`src/sv/stq_pkg.sv`:
```
// ----------------------------------------------------------------------------
// Sorted task queue package
// Sizes, codes and item types shared by the queue, its cells and checker.
// ----------------------------------------------------------------------------
package stq_pkg;

   localparam int DEPTH  = 16;
   localparam int CNT_W  = $clog2(DEPTH + 1);
   localparam int TASK_W = 8;
   localparam int KEY_W  = 32;
   localparam int OCC_W  = 5;

   typedef enum logic [1:0] {
      ACT_PUSH    = 2'd0,
      ACT_INSERT  = 2'd1,
      ACT_POP     = 2'd2,
      ACT_EXTRACT = 2'd3
   } action_type;

   typedef enum logic [1:0] {
      STAT_OK        = 2'd0,
      STAT_EMPTY     = 2'd1,
      STAT_FULL      = 2'd2,
      STAT_NOT_FOUND = 2'd3
   } status_type;

   typedef enum logic {
      FSM_IDLE  = 1'b0,
      FSM_APPLY = 1'b1
   } fsm_type;

   typedef struct packed {
      action_type        action;
      logic [TASK_W-1:0] task_id;
      logic [KEY_W-1:0]  key;
   } req_type;

   typedef struct packed {
      logic              found;
      logic [TASK_W-1:0] out_task;
      logic [KEY_W-1:0]  out_key;
      status_type        status;
      logic [OCC_W-1:0]  occupancy;
   } rsp_type;

   typedef struct packed {
      logic              valid;
      logic [TASK_W-1:0] task_id;
      logic [KEY_W-1:0]  key;
   } slot_type;

   // Broadcast from the sequencer to every cell.
   typedef struct packed {
      logic              load;    // latch the compare result for a new item
      logic              apply;   // commit the shift for the held item
      action_type        action;
      logic [TASK_W-1:0] task_id;
      logic [KEY_W-1:0]  key;
   } cell_ctl_type;

endpackage

```
`src/sv/sorted_task_queue.sv`:
```
// ----------------------------------------------------------------------------
// Sorted task queue
// Bounded ordered queue of (task id, key) entries held in a row of cells.
// ----------------------------------------------------------------------------
//
//   channel  ports                         direction  carries
//   req      req_valid req_stall req_data  in         action, task id, key
//   rsp      rsp_valid rsp_stall rsp_data  out        found, entry, status, count
//
// On acceptance the item and every cell's compare flag are latched; in the
// apply step the cell row shifts and the result register loads. Requests
// are stalled while an item is applied, so one item is in work at once.
// A stalled result holds the second step back until the register is free.
// Reset empties the queue at once; slot contents need no clearing.
//
module sorted_task_queue (
   input  logic             clock,
   input  logic             reset,
   input  logic             req_valid,
   output logic             req_stall,
   input  stq_pkg::req_type req_data,
   output logic             rsp_valid,
   input  logic             rsp_stall,
   output stq_pkg::rsp_type rsp_data
);
   import stq_pkg::*;

   fsm_type           state_ff, state_in;
   req_type           req_ff, req_in;
   logic [CNT_W-1:0]  count_ff, count_in;
   logic              rsp_valid_ff, rsp_valid_in;
   rsp_type           rsp_ff, rsp_in;

   cell_ctl_type      ctl;
   slot_type          slots [DEPTH];
   logic [DEPTH-1:0]  hits;
   logic [DEPTH-1:0]  prior;
   logic [DEPTH-1:0]  first;
   logic              accept;
   logic              rsp_free;
   logic              do_apply;
   logic              any_hit;
   logic              full;
   logic              is_insert;
   logic [TASK_W-1:0] sel_task;
   logic [KEY_W-1:0]  sel_key;

   assign accept   = req_valid & ~req_stall;
   assign rsp_free = ~rsp_valid_ff | ~rsp_stall;
   assign full     = (count_ff == CNT_W'(DEPTH));
   assign any_hit  = |hits;
   assign is_insert = (req_ff.action == ACT_PUSH) | (req_ff.action == ACT_INSERT);

   // Flags ahead of each cell: a masked reduction per cell, no ripple.
   always_comb begin
      for (int i = 0; i < DEPTH; i++) begin
         prior[i] = |(hits & ~({DEPTH{1'b1}} << i));
      end
   end

   assign first = hits & ~prior;

   // The frontmost flagged cell is the one removed on pop or extract.
   always_comb begin
      sel_task = '0;
      sel_key  = '0;
      for (int i = 0; i < DEPTH; i++) begin
         if (first[i]) begin
            sel_task = sel_task | slots[i].task_id;
            sel_key  = sel_key  | slots[i].key;
         end
      end
   end

   // Next state
   always_comb begin
      state_in = state_ff;
      unique case (state_ff)
         FSM_IDLE:  if (accept)   state_in = FSM_APPLY;
         FSM_APPLY: if (rsp_free) state_in = FSM_IDLE;
      endcase
   end

   // Outputs of the sequencer
   always_comb begin
      req_stall = 1'b1;
      do_apply  = 1'b0;
      unique case (state_ff)
         FSM_IDLE:  req_stall = 1'b0;
         FSM_APPLY: do_apply  = rsp_free;
      endcase
   end

   // Cells see the incoming item while loading, the held item while shifting.
   always_comb begin
      ctl.load  = accept;
      ctl.apply = do_apply & ~(is_insert & full);
      if (state_ff == FSM_IDLE) begin
         ctl.action  = req_data.action;
         ctl.task_id = req_data.task_id;
         ctl.key     = req_data.key;
      end else begin
         ctl.action  = req_ff.action;
         ctl.task_id = req_ff.task_id;
         ctl.key     = req_ff.key;
      end
   end

   // Result and entry count
   always_comb begin
      req_in       = accept ? req_data : req_ff;
      count_in     = count_ff;
      rsp_in       = rsp_ff;
      rsp_valid_in = rsp_valid_ff & rsp_stall;
      if (do_apply) begin
         rsp_valid_in = 1'b1;
         rsp_in       = '0;
         unique case (req_ff.action)
            ACT_PUSH, ACT_INSERT: begin
               if (full) rsp_in.status = STAT_FULL;
               else      count_in      = count_ff + CNT_W'(1);
            end
            ACT_POP, ACT_EXTRACT: begin
               if (any_hit) begin
                  rsp_in.found    = 1'b1;
                  rsp_in.out_task = sel_task;
                  rsp_in.out_key  = sel_key;
                  count_in        = count_ff - CNT_W'(1);
               end else if (req_ff.action == ACT_POP) begin
                  rsp_in.status = STAT_EMPTY;
               end else begin
                  rsp_in.status = STAT_NOT_FOUND;
               end
            end
         endcase
         rsp_in.occupancy = OCC_W'(count_in);
      end
   end

   always_ff @(posedge clock) begin
      if (reset) begin
         state_ff     <= FSM_IDLE;
         count_ff     <= '0;
         rsp_valid_ff <= 1'b0;
      end else begin
         state_ff     <= state_in;
         count_ff     <= count_in;
         rsp_valid_ff <= rsp_valid_in;
      end
      req_ff <= req_in;
      rsp_ff <= rsp_in;
   end

   // Row of cells, front at index 0; each passes its entry to both neighbours.
   for (genvar i = 0; i < DEPTH; i++) begin : g_cell
      slot_type left_slot;
      slot_type right_slot;

      if (i == 0) begin : g_front
         assign left_slot = '0;
      end else begin : g_mid_l
         assign left_slot = slots[i-1];
      end

      if (i == DEPTH - 1) begin : g_back
         assign right_slot = '0;
      end else begin : g_mid_r
         assign right_slot = slots[i+1];
      end

      stq_cell u_cell (
         .clock      (clock),
         .reset      (reset),
         .ctl        (ctl),
         .prior      (prior[i]),
         .left_slot  (left_slot),
         .right_slot (right_slot),
         .slot       (slots[i]),
         .hit        (hits[i])
      );
   end

   assign rsp_valid = rsp_valid_ff;
   assign rsp_data  = rsp_ff;

endmodule

```
`src/sv/stq_cell.sv`:
```
// ----------------------------------------------------------------------------
// Sorted task queue cell
// One queue slot: holds an entry, flags itself for the item, shifts.
// ----------------------------------------------------------------------------
module stq_cell (
   input  logic                 clock,
   input  logic                 reset,
   input  stq_pkg::cell_ctl_type ctl,
   input  logic                 prior,      // an earlier cell is flagged
   input  stq_pkg::slot_type    left_slot,  // neighbour nearer the front
   input  stq_pkg::slot_type    right_slot, // neighbour nearer the back
   output stq_pkg::slot_type    slot,
   output logic                 hit
);
   import stq_pkg::*;

   logic              valid_ff, valid_in;
   logic [TASK_W-1:0] task_ff, task_in;
   logic [KEY_W-1:0]  key_ff, key_in;
   logic              hit_ff, hit_in;
   logic              first;

   assign first = hit_ff & ~prior;

   always_comb begin
      hit_in = hit_ff;
      if (ctl.load) begin
         unique case (ctl.action)
            ACT_PUSH:    hit_in = 1'b1;
            ACT_INSERT:  hit_in = ~valid_ff | (key_ff >= ctl.key);
            ACT_POP:     hit_in = valid_ff;
            ACT_EXTRACT: hit_in = valid_ff & (task_ff == ctl.task_id);
         endcase
      end
   end

   always_comb begin
      valid_in = valid_ff;
      task_in  = task_ff;
      key_in   = key_ff;
      if (ctl.apply) begin
         unique case (ctl.action)
            ACT_PUSH, ACT_INSERT: begin
               if (prior) begin
                  valid_in = left_slot.valid;
                  task_in  = left_slot.task_id;
                  key_in   = left_slot.key;
               end else if (first) begin
                  valid_in = 1'b1;
                  task_in  = ctl.task_id;
                  key_in   = ctl.key;
               end
            end
            ACT_POP, ACT_EXTRACT: begin
               if (prior | first) begin
                  valid_in = right_slot.valid;
                  task_in  = right_slot.task_id;
                  key_in   = right_slot.key;
               end
            end
         endcase
      end
   end

   always_ff @(posedge clock) begin
      if (reset) begin
         valid_ff <= 1'b0;
         hit_ff   <= 1'b0;
      end else begin
         valid_ff <= valid_in;
         hit_ff   <= hit_in;
      end
      task_ff <= task_in;
      key_ff  <= key_in;
   end

   assign slot = '{valid: valid_ff, task_id: task_ff, key: key_ff};
   assign hit  = hit_ff;

endmodule

```
`config.mk`:
```
export PLATFORM = sky130hd
export DESIGN_NAME = sorted_task_queue
export DESIGN_NICKNAME = d
export VERILOG_FILES = /design/src/sv/stq_pkg.sv /design/src/sv/sorted_task_queue.sv /design/src/sv/stq_cell.sv
export SDC_FILE = /design/constraint.sdc
export NUM_CORES = 2
export LEC_CHECK = 0
export BUFFER_PORTS_ARGS = -buffer_cell sky130_fd_sc_hd__buf_2
export CAP_MARGIN = 0
export CELL_PAD_IN_SITES_DETAIL_PLACEMENT = 2
export CELL_PAD_IN_SITES_GLOBAL_PLACEMENT = 2
export CORE_ASPECT_RATIO = 1.5
export CORE_MARGIN = 4
export CORE_UTILIZATION = 41
export CTS_CLUSTER_SIZE = 40
export DETAILED_ROUTE_END_ITERATION = 6
export PLACE_DENSITY_LB_ADDON = 0.1
export SYNTH_ARGS = -nofsm -noshare
export SYNTH_HDL_FRONTEND = slang
export SYNTH_SLANG_ARGS = --single-unit
export TNS_END_PERCENT = 20
```
`constraint.sdc`:
```
create_clock -name clock -period 5.85 [get_ports clock]
set_input_delay 0.2925 -clock clock [delete_from_list [all_inputs] [get_ports clock]]
set_output_delay 0.2925 -clock clock [all_outputs]
set_load 0.1 [all_outputs]
```
==> results.md <==
- Antenna Nets Post-Route: 0
- Setup CP Type: reg2reg
- DR DRC count: 0
- Die height: 447 um
- Synth warn: 0
- Synth Cell Area: 52,600 um2
- Post-synth EDFFs: 730
- Run status: completed
- Simple-gate share of the synthesized area: between 10 and 15%
- PwrDens: 326 nW/um2
- Global-route wire length before repair: between 300 and 400 mm
- Ys async rst share: 0%
- Area Growth Syn to Fin: 12.4%
- Final setup viols: 0
- IO Port Bufs: 95
- Predominant post-synthesis flop cell: edfxtp_1
- Via/cell ratio: 6.49
- CTS tree: yes
- Post-Synth XOR/XNOR Area: 2.35%
- Largest stage delay on the critical path: about 860 ps
- Critical path arrival: 5120 ps
- H-tree Lvls: 3
- Total die area: 134,000 um2
- Vias in the first global route: 52,102
- Hold Path Class: in2reg
- Post-Syn Nets: 6,379
- Register area share after synthesis: about 43%
- Post-DP HPWL: between 150 and 200 mm
- Chip Width: 301 um
- R2R cell count: 9
- Largest family of logic cells by synthesized area: compound AO/OA/AOI/OAI gates
- Worst hold stages: 2
- Placer Congestion: 0.907
- Final Hold Viols: 0
- Max Cap Viol: 0
- Reg clk slew, reported paths: 70 ps
- Row cnt: 160
- Fin cells: 7,550
- Post-synthesis mux area share: less than 1%
- Mean area per synthesized cell: 9.05 um2
- Skew-Pair Late Insertion Delay: approximately 710 ps
- Crit end category: flop
- Core area: 127,000 um2
- Inst Count DP: 7,342
- CP Cell Sequence: buf_4 -> mux2i_4 -> buf_4 -> ha_1 -> nand4_1 -> or4_1 -> nor4_1 -> a21oi_1 -> a41oi_1
- Synth Area in Adders: between 10% and 20%
- Synth Area in Compound Gates: 24.1%
- Grt ovf: 0
- Antenna violations before repair: 5
- Root Driver: clkbuf_16
- TNS Setup: 0 ps
- Max VDD drop: 0.000217 V
- Sink Count: 769
- Unrepaired setup endpoints after global routing: no
- Share of post-route cells with drive strength above 1: 8.31%
- # nets final: 6,335
- Critical path required time: 6480 ps
- Total wire length: around 230 mm
- Post-CTS setup buffers: 0
- Most frequent cells in the layout: o21ai_0, nand2_1, edfxtp_1
- Worst setup SP type: flop
- Clock skew: 22.6 ps
- Fin crit share: 76.7%
- Seq cells post-synth: slightly below 800
- Slowest CP cell: dfxtp_4
- FMAX: 223 MHz
- Cell count after synthesis: a little under 6,000
- Routed WL per cell: 30.1 um
- Worst-margin pin slew: 1270 ps
- Post-synth cell types: 65
- CTS Buf Count: 87
- Vias: 48,996
- Worst-path fanout max: 20
- Initial core utilization: 41.4%
- Initial DRC count: around 4,100
- Largest net degree at the start of global routing: roughly 220
- Total track usage: about a third
- Pleak: ~21 nW
- Most common cell after layout, fill and taps aside: o21ai_0
- First-pass iteration count of the detailed router: 6
- Post-layout min period: ~4500 ps
- CTS max path bufs: 3
- Crit-path most repeated cell: buf_4
- Max-slew headroom: 14.6%
- Slew Viols, Final: 0
- Num ports: 96
## cell families after synthesis
group | after synthesis
fa+ha+maj | 514
mux | 41
xor+xnor | 141
flops | 769
simple gates | 1744
compound gates | 2124
buf+inv | 486
## stage by stage
step                instance area, um2  total power [mW]  worst slack [ps]  util (%)  hold WS [ps]
floorplan                        52600              11.0               628         -           391
global placement                 55800              13.0              1460      43.9           500
detailed placement               55800              13.4              1360      43.9           509
CTS                              59100              19.3              1350      46.5           291
global route                     59100              20.2              1320      46.5           354
finish                           59100              19.3              1360      46.5           345
## cells in the mapped netlist (5+ instances only)
library cell	count	area share, %
a21o_1	93	1.3
inv_1	44	0.31
a2111oi_0	11	0.18
a211o_1	10	0.17
o311ai_0	6	0.10
nor4_1	29	0.34
a22o_1	58	0.97
nand3_1	61	0.58
mux2i_1	41	0.78
nor2_1	420	3.0
nand2_1	1004	7.2
and2_1	5	0.059
and3_1	7	0.083
nand4_1	80	0.95
nand2b_1	21	0.25
a31oi_1	58	0.69
a222oi_1	80	1.5
o21ai_0	1025	9.7
a311oi_1	5	0.083
nor2b_1	21	0.25
buf_1	18	0.13
a211oi_1	131	1.9
a41oi_1	8	0.13
xor2_1	70	1.2
edfxtp_1	730	42
xnor2_1	71	1.2
o211ai_1	23	0.33
nor3_1	37	0.35
and4_1	11	0.18
buf_2	37	0.35
dfxtp_1	39	1.5
ha_1	514	12
o31ai_1	5	0.071
nor3b_1	6	0.086
a221o_1	8	0.15
clkbuf_1	385	2.7
a21oi_1	434	4.1
o22ai_1	12	0.14
a221oi_1	71	1.2
a22oi_1	59	0.84
or4_1	13	0.19
or3_1	13	0.15
## sequential cells by signal (all words and copies together) (netlist names)
register and flops:
count_ff 5, g_cell.u_cell.hit 16, g_cell.u_cell.key_ff 512, g_cell.u_cell.task_ff 128, g_cell.u_cell.valid_ff 16, req_ff 42
rsp_data 48, rsp_valid 1, state_ff 1
## power by group
part | switching, mW | internal, mW | total, mW | leakage (nW)
combinational | 4.04 | 1.81 | 5.85 | 12.9
clock | 2.53 | 3.31 | 5.85 | 1.41
sequential | 0.729 | 6.87 | 7.60 | 7.15
total | 7.30 | 12.0 | 19.3 | 21.4
## area by class of cell
type | count | area [um2]
clock buffer | 125 | 2490
inverter | 46 | 175
sequential | 769 | 22700
timing repair buffer | 307 | 2370
multi-input combinational | 4564 | 28900
antenna | 2 | 5.00
tap | 1701 | 2130
clock inverter | 36 | 384
fill | 13648 | 68000
## final timing paths
path / endpoint / slack (ps) / startpoint
max: g_cell[11].u_cell.hit$_SDFFE_PP0P_ / 1360 / state_ff$_SDFF_PP0_
max reg2reg: g_cell[11].u_cell.hit$_SDFFE_PP0P_ / 1360 / state_ff$_SDFF_PP0_
min: req_ff[19]$_DFFE_PP_ / 340 / req_data[19]
min reg2reg: g_cell[14].u_cell.valid_ff$_SDFFE_PP0P_ / 510 / g_cell[14].u_cell.valid_ff$_SDFFE_PP0P_
## routing by layer
metal  share of wire [%]  global-route usage [%]
met1                  41                    41.6
met2                  48                    56.6
met3                 4.4                    3.01
met4                 5.7                    17.4
met5               0.014                       0
## critical path: cells and delay by family, from the launching register on
kind | cells | cell delay [ps]
buffers and inverters | 2 | 790
muxes | 1 | 550
and+or+nand+nor | 3 | 1470
AOI/OAI and AO/OA | 2 | 500
DFF | 1 | 860
adders and majority gates | 1 | 190
## what timing repair did
item                                    4_1_cts  5_1_grt
endpoints found under the setup margin        0        0
resized for setup                             0        0
hold endpoints to repair                     48        0
hold buffers                                 45        0
Power figures use the tool's default switching activity.
